`config.mk`:
```
export PLATFORM = sky130hd
export DESIGN_NAME = rtps_cell
export DESIGN_NICKNAME = d
export VERILOG_FILES = /design/src/rtl/core/rtps_pkg.sv /design/src/rtl/core/rtps_cell.sv
export SDC_FILE = /design/constraint.sdc
export NUM_CORES = 1
export LEC_CHECK = 0
export BUFFER_PORTS_ARGS = -buffer_cell sky130_fd_sc_hd__buf_2
export CAP_MARGIN = 40
export CORE_AREA = 2 2 224 226
export CTS_CLUSTER_SIZE = 14
export DETAILED_ROUTE_END_ITERATION = 10
export DIE_AREA = 0 0 226 228
export HOLD_SLACK_MARGIN = 0.08
export SYNTH_ARGS = -nofsm -noshare
export SYNTH_HDL_FRONTEND = slang
export SYNTH_SLANG_ARGS = --single-unit
```
`constraint.sdc`:
```
create_clock -name clock -period 6.8 [get_ports clock]
set_input_delay 0 -clock clock [delete_from_list [all_inputs] [get_ports clock]]
set_output_delay 0 -clock clock [all_outputs]
set_load 0.01 [all_outputs]
```
`src/rtl/core/rtps_pkg.sv`:
```
// ----------------------------------------------------------------------------
// rtps_pkg: shared types and constants
// Widths, register indexes and the cell transaction record for the
// ring-to-prime share converter.
// ----------------------------------------------------------------------------
package rtps_pkg;

   // input ring width and derived word sizes
   localparam int RING_WIDTH  = 64;
   localparam int WORD_BITS   = RING_WIDTH + 1;
   localparam int NUM_CELLS   = WORD_BITS;
   localparam int MOD_BITS    = 61;
   localparam int WIDTH_BITS  = 7;
   localparam int CSR_IDX_BITS = 2;

   // register indexes
   typedef enum logic [CSR_IDX_BITS-1:0] {
      CSR_MODULUS     = 2'd0,
      CSR_SHARE_WIDTH = 2'd1,
      CSR_PARTY_RANK  = 2'd2
   } csr_index_type;

   // transaction carried from cell to cell
   typedef struct packed {
      logic                 valid;
      logic [WORD_BITS-1:0] x_word;
      logic [WORD_BITS-1:0] t_word;
      logic [MOD_BITS-1:0]  x_res;
      logic [MOD_BITS-1:0]  t_res;
   } cell_data_type;

endpackage

```
`src/rtl/core/rtps_cell.sv`:
```
// ----------------------------------------------------------------------------
// rtps_cell: one reduction cell
// Shifts the top bit of each word into its residue and subtracts the
// modulus once when the residue reaches it.
// ----------------------------------------------------------------------------
module rtps_cell (
   input  logic                          clock,
   input  logic                          reset,
   input  logic [rtps_pkg::MOD_BITS-1:0] modulus,
   input  rtps_pkg::cell_data_type       cell_in,
   output rtps_pkg::cell_data_type       cell_out
);

   rtps_pkg::cell_data_type data_in;
   rtps_pkg::cell_data_type data_ff;
   logic [rtps_pkg::MOD_BITS:0] x_dbl;
   logic [rtps_pkg::MOD_BITS:0] t_dbl;
   logic [rtps_pkg::MOD_BITS:0] p_ext;
   logic [rtps_pkg::MOD_BITS:0] x_sub;
   logic [rtps_pkg::MOD_BITS:0] t_sub;

   // double and add next bit, then conditional subtract
   always_comb begin
      p_ext = {1'b0, modulus};
      x_dbl = {cell_in.x_res, cell_in.x_word[rtps_pkg::WORD_BITS-1]};
      t_dbl = {cell_in.t_res, cell_in.t_word[rtps_pkg::WORD_BITS-1]};
      x_sub = x_dbl - p_ext;
      t_sub = t_dbl - p_ext;
      data_in.valid  = cell_in.valid;
      data_in.x_word = cell_in.x_word << 1;
      data_in.t_word = cell_in.t_word << 1;
      data_in.x_res  = (x_dbl >= p_ext) ? x_sub[rtps_pkg::MOD_BITS-1:0]
                                        : x_dbl[rtps_pkg::MOD_BITS-1:0];
      data_in.t_res  = (t_dbl >= p_ext) ? t_sub[rtps_pkg::MOD_BITS-1:0]
                                        : t_dbl[rtps_pkg::MOD_BITS-1:0];
   end

   // stage register, only valid is reset
   always_ff @(posedge clock) begin
      if (reset) begin
         data_ff.valid <= 1'b0;
      end else begin
         data_ff <= data_in;
      end
   end

   assign cell_out = data_ff;

endmodule
```
Word-level counts from Yosys, hierarchy flattened
Index checks and enable logic that the tools add are counted.
Storage, ports and cells
  bits of input ports: 316
  output and inout port bits: 253
  register bits: 251
  word-level logic and storage cells: 11
Cells by class
  magnitude comparators: 2
  add/subtract/negate cells: 2
  muxes and demuxes: 2
Operators by type and width (number)
  $ge A62 B61 Y1: 2
  $mux W61: 2
  $sub A61 B61 Y61: 2

Logic depth before layout (Yosys ltp)
Gate-level depths: netlist of run 1.
  word-level depth: 2
  gate-level depth with buffers: 15
  gate-level depth less buffers: 13

Least setup slack after synthesis of run 1
No wires, ideal clock.
  path type: input-to-reg
  from: input port reset
  to: register data_ff, in the netlist cell_out[0] (enable)
  stages: 1
  data arrival time: 4815 ps
  required time: 6200 ps
  setup time: 600 ps
  buffers on the path: 0
  slack: 1385 ps
  cells stage by stage: inv_1
RTL lines
  start, declared: RTL line rtps_cell.sv:8  | input logic reset,
  end signal, assigned: RTL line rtps_cell.sv:43  | data_ff <= data_in;
  end, declared: RTL line rtps_cell.sv:15  | rtps_pkg::cell_data_type data_ff;
No word-level cell between the ends.

==> results of run 1 <==
-- kinds of logic (layout without fill, tap and decap cells) --
kind of cell    after synthesis  after routing  share of synthesized area (%)
compound gates              503            503                           18.8
other cells                   1             15                         0.0225
flops                       251            251                           45.1
xor+xnor                    105            105                           5.51
fa+ha+maj                   124            124                           9.39
mux                          57             57                           4.70
simple gates                440            440                           12.4
buf+inv                     170            996                           4.07
-- routing by layer --
layer	part of all wire, %	up-vias
met5	0	-
met1	40	7738
met3	6.0	133
met2	49	643
li1	-	7767
met4	4.7	0
-- placed cells by master, fill, tap and decap left out, types with 11 or more instances in the layout --
cell type	instances
nand4_1	33
a21o_1	48
mux2_4	39
diode_2	13
and3_1	25
buf_2	566
o21ai_0	82
mux2_2	15
inv_1	103
xor2_1	29
clkbuf_16	31
nand2b_1	12
ha_1	122
nor3_1	23
nand3_1	45
edfxtp_1	250
nand2_1	122
nor2_1	126
xnor2_1	76
dlygate4sd3_1	259
o211ai_1	13
a21oi_1	205
a31oi_1	20
o31ai_1	17
and2_1	11
o21bai_1	33
-- worst paths after layout --
check	to	slack (ns)	cells past startpoint
max	cell_out[61]$_DFFE_PN_	2.15	17
min	cell_out[245]$_DFFE_PN_	0.12	2
-- worst max-delay path: cells and delay by family --
| kind | cells | cell delay, ns |
|---|---|---|
| and+or+nand+nor | 2 | 0.90 |
| adders and majority gates | 2 | 0.38 |
| buffers and inverters | 5 | 1.64 |
| AOI/OAI and AO/OA | 8 | 2.05 |
-- area by class of cell --
cell class | instances | area, sq um
antenna | 13 | 32.5
clock inverter | 22 | 171
tap | 672 | 841
inverter | 104 | 398
fill | 4662 | 25600
timing repair buffer | 835 | 5540
multi-input combinational | 1231 | 8500
clock buffer | 35 | 791
sequential | 251 | 7530
-- through the flow --
step | worst slack [ns] | hold WS, ns | cells | total power, W
6_report | 2.15 | 0.115 | 3163 | 0.00526
3_3_place_gp | 2.36 | 0.177 | 2830 | 0.00351
4_1_cts | 2.22 | 0.0885 | 3150 | 0.00528
5_1_grt | 1.87 | 0.105 | 3160 | 0.00550
2_1_floorplan | 1.39 | 0.0716 | 1652 | 0.00294
3_5_place_dp | 2.30 | 0.178 | 2834 | 0.00352
-- power by group --
group / switching, W / leakage, nW / total (W) / internal [W]
logic: 0.000913 / 7.55 / 0.00163 / 0.000720
registers: 0.0000694 / 2.46 / 0.00201 / 0.00194
clock network: 0.000734 / 0.449 / 0.00161 / 0.000880
-- timing repair --
| item | in CTS | in global routing |
|---|---|---|
| hold endpoints to repair | 355 | 0 |
| hold buffers | 259 | 0 |
| buffers inserted | 0 | 0 |
==> results.toml, run 1 <==
[critical_path]
startpoint = "cell_in[251]"
critPathCaptureType = "register"
critPathArrivalTime_ns = 4.99
cp-start-kind = "primary input"
worstPathCellList = "dlygate4sd3_1, buf_2, inv_1, ha_1, fa_1, nand2b_1, a21oi_1, a211oi_2, o311ai_2, o31ai_2, a211oi_1, o2111a_2, o31ai_4, buf_4, and2_1, o21ai_1, dlygate4sd3_1"
worstPathRequired_ns = 7.14
critPathKind = "in2reg"
slowest_stage = "and2_1"
path_common_cell = "dlygate4sd3_1"
max_stage_delay_ns = 0.74
crit_fanout = 19

[clock_tree]
cts.clk_slew.worst_paths_ns = 0.06
cts.sinks = 251
cts_buffers = 31
root_buffer = "clkbuf_16"
cts_tree = "built"
ctsLongestPathBuffers = 3
cts_max_level = 1
ctsResizeCount = 0

[logic_synthesis]
ys_types = 75
ys_ff_latch = 251
yosysMostFrequentCell = "edfxtp_1"
synth_cells = 1651
async_flop_share_pct = 0
yosys.area.top_type_share_pct = 45.0
synth.area.top_cells = "edfxtp_1, ha_1, a21oi_1"
ys_dominant_reg_cell = "edfxtp_1"
synth-edff-count = 250
avgSynthCellArea_sq_um = 10.1
yosys-top-cells-count = "edfxtp_1, a21oi_1, nor2_1, ha_1, nand2_1"
syn_area_sq_mm = 0.0167
yosys.area.top_type = "edfxtp_1"
yosysWarningCount = 0
ys_seq_area_share_pct = 45.1

[die]
die_area_sq_mm = 0.0515
ios = 569
die_w_microns = 226
num_rows = 82
coreArea_sq_mm = 0.0493
start_util_pct = 33.8
floorplan.die.height_microns = 228

[timing]
fin_crit_sh_pct = 68.5
setup_viol = 0
worstMarginPinSlew_ns = 0.905
fmax_mhz = 215
drv_slew = 0
tns_ns = 0
rsz0062_at_grt = "no"
maxSlewHeadroom_pct = 39.0
hold_viol = 0
finalCriticalPeriod_ns = 4.65

[final_layout]
drive_gt1_share_pct = 28.0
layout.nets = 2894
area_growth_syn_to_layout_pct = 42.7
postLayoutCoreUtil_pct = 48.2
largest_reg_flops = 251
fin_area_sq_mm = 0.0238

[global_routing]
met1_usage_pct = 31.1
track_usage_pct = 25.9
grt_first_pass_wirelength_microns = 101000
grt_pass1_vias = 16263
busiest_layer = "met2"
use_met3_pct = 4.15
antenna_found_initial = 12
grt-ovfl-total = 0
grt_max_degree = 147
use_met2_pct = 45.4

[power]
p_per_area_mw_per_mm2 = 221
peakVddDrop_uv = 184
total_leakage_power_nw = 10.5

[hold_path]
hold_path.class = "in2reg"
hp-start = "cell_in[244]"

[place]
hpwl_microns = 53300
gp_congestion = 0.904
io_buffers = 566
dpl_cell_area_sq_mm = 0.0202

[run_status]
status = "completed"

[job]
maxCapViolCount = 0

[detailed_routing]
drt-wirelength-per-cell_microns = 22.1
drc = 0
detailedRoute.firstPassIterationCount = 6
drt_iter0_markers = 1167
postRouteAntennaNets = 0
vias_per_cell = 5.15
wl_microns = 69800
vias = 16281
Power figures use the tool's default switching activity.
==> run 2: changes to the inputs <==
- CORE_AREA: 2 2 224 226 -> 2 2 222 224
- DIE_AREA: 0 0 226 228 -> 0 0 224 226
- clock period: 6.8 -> 4.2 ns (I/O delays scaled with it)
==> run 2 against run 1 <==
Sequential cell count did not move. Largest power group unchanged. Utilization rose by 1.4 points. Final area increased by 0.83%. Non-clock buffer count rose by 24.
==> results.toml, run 2 (synthesis gave the netlist of run 1 again) <==
[run_status]
status = "completed"

[die]
coreArea_sq_mm = 0.0483
num_rows = 81
start_util_pct = 34.5
die_w_microns = 224
ios = 569
floorplan.die.height_microns = 226
die_area_sq_mm = 0.0506

[timing]
finalCriticalPeriod_ns = 3.92
setup_viol = 0
timing.final.ws_setup_ns = 0.282
rsz0062_at_grt = "no"
maxSlewHeadroom_pct = 44.3
drv_slew = 0
worstMarginPinSlew_ns = 0.826
fin_crit_sh_pct = 93.3
tns_ns = 0
hold_viol = 0
fmax_mhz = 255

[detailed_routing]
drc = 0
detailedRoute.firstPassIterationCount = 5
vias_per_cell = 5.23
postRouteAntennaNets = 0
drt-wirelength-per-cell_microns = 21.7
wl_microns = 67800
vias = 16364
drt_iter0_markers = 1291

[final_layout]
final_cell_count_no_fill = 3128
largest_reg_flops = 251
final_common_cell = "buf_2"
final_cell_mix = "buf_2, dlygate4sd3_1, edfxtp_1"
layout.nets = 2918
area_growth_syn_to_layout_pct = 43.8
drive_gt1_share_pct = 29.0

[hold_path]
hp-start = "cell_in[121]"
hold_path.class = "in2reg"
worstHoldEndpoint = "cell_out[91]$_DFFE_PN_"
min_path_cells = 4

[power]
peakVddDrop_uv = 266
finalPower_w = 0.00862
p_per_area_mw_per_mm2 = 359
total_leakage_power_nw = 10.6

[clock_tree]
ctsLongestPathBuffers = 3
cts_buffers = 31
cts_max_level = 1
cts_tree = "built"
cts.clk_slew.worst_paths_ns = 0.07
cts.sinks = 251
root_buffer = "clkbuf_16"

[global_routing]
antenna_found_initial = 9
grt_first_pass_wirelength_microns = 97600
grt-ovfl-total = 0
grt_max_degree = 94
grt_pass1_vias = 16250
track_usage_pct = 25.5

[critical_path]
cp-start-kind = "primary input"
critPathArrivalTime_ns = 4.24
crit_fanout = 21
critPathCaptureType = "register"
critPathKind = "in2reg"
worstPathRequired_ns = 4.52

[place]
hpwl_microns = 53300
dp.cells = 2809
place_ws_ns = 0.277
gp_congestion = 0.938
io_buffers = 566

[job]
maxCapViolCount = 0
==> run 2: cell count changes in the layout (fill, tap and decap cells not counted), moves of 3 or more <==
cell / change
clkinvlp_4: -3
clkinv_4: +4
buf_12: +4
clkinv_1: -4
diode_2: -6
buf_4: +24
==> run 2: through the flow <==
stage                     area, sq um  utilization, %  hold slack (ns)
final                           24000            49.6           0.0925
after global routing            24000            49.6            0.100
after detailed placement        20400            42.2            0.178
after global placement          20400            42.1            0.178
after floorplan                 16700               -           0.0716
after CTS                       24000            49.6           0.0839
==> run 2: routing by layer <==
layer | wire length (microns) | vias up | GRT usage, %
li1 | - | 7813 | -
met5 | 36 | - | 0
met2 | 33900 | 652 | 45.6
met4 | 2300 | 6 | 9.35
met3 | 4260 | 114 | 3.86
met1 | 27300 | 7779 | 30.9
==> run 2: what timing repair did <==
action                     4_1_cts  5_1_grt
gates resized for setup          0        1
setup endpoints to repair        0        2
hold buffers                   257        0
buffers inserted                 0        1
hold endpoints to repair       258        0
==> run 2: report_power, final <==
part	internal, W	switching [W]	leakage [nW]
clock	0.00155	0.00116	0.488
sequential	0.00314	0.000121	2.46
combinational	0.00119	0.00146	7.69
total	0.00588	0.00274	10.6
==> run 2: worst max-delay path, stage by stage <==
cell	delay, ns
dlygate4sd3_1	0.52
buf_2	0.13
ha_1	0.21
fa_1	0.40
nand2b_1	0.18
a21o_1	0.20
a211oi_2	0.30
o211a_1	0.26
o21ai_0	0.22
a21oi_1	0.40
a21o_1	0.20
a21o_4	0.15
buf_12	0.18
buf_4	0.21
a21oi_1	0.08
dlygate4sd3_1	0.56
==> run 2: final cells by class <==
cell class / count / area (sq um)
inverters: 104 / 394
multi-input cells: 1231 / 8510
repair buffers: 859 / 5760
clock inverters: 21 / 228
flip-flops and latches: 251 / 7530
well taps: 622 / 778
fillers: 4517 / 24300
clock buffers: 33 / 783
diodes: 7 / 17.5
==> run 2: worst max-delay path by stage <==
stage	startpoint	to	cells past startpoint
3_3_place_gp	cell_in[251]	cell_out[121]$_DFFE_PN_	16
6_report	modulus[0]	cell_out[0]$_DFFE_PN_	16
3_5_place_dp	modulus[0]	cell_out[121]$_DFFE_PN_	15
5_1_grt	modulus[0]	cell_out[0]$_DFFE_PN_	16
2_1_floorplan	reset	cell_out[0]$_DFFE_PN_	1
4_1_cts	cell_in[47]	cell_out[0]$_DFFE_PN_	17
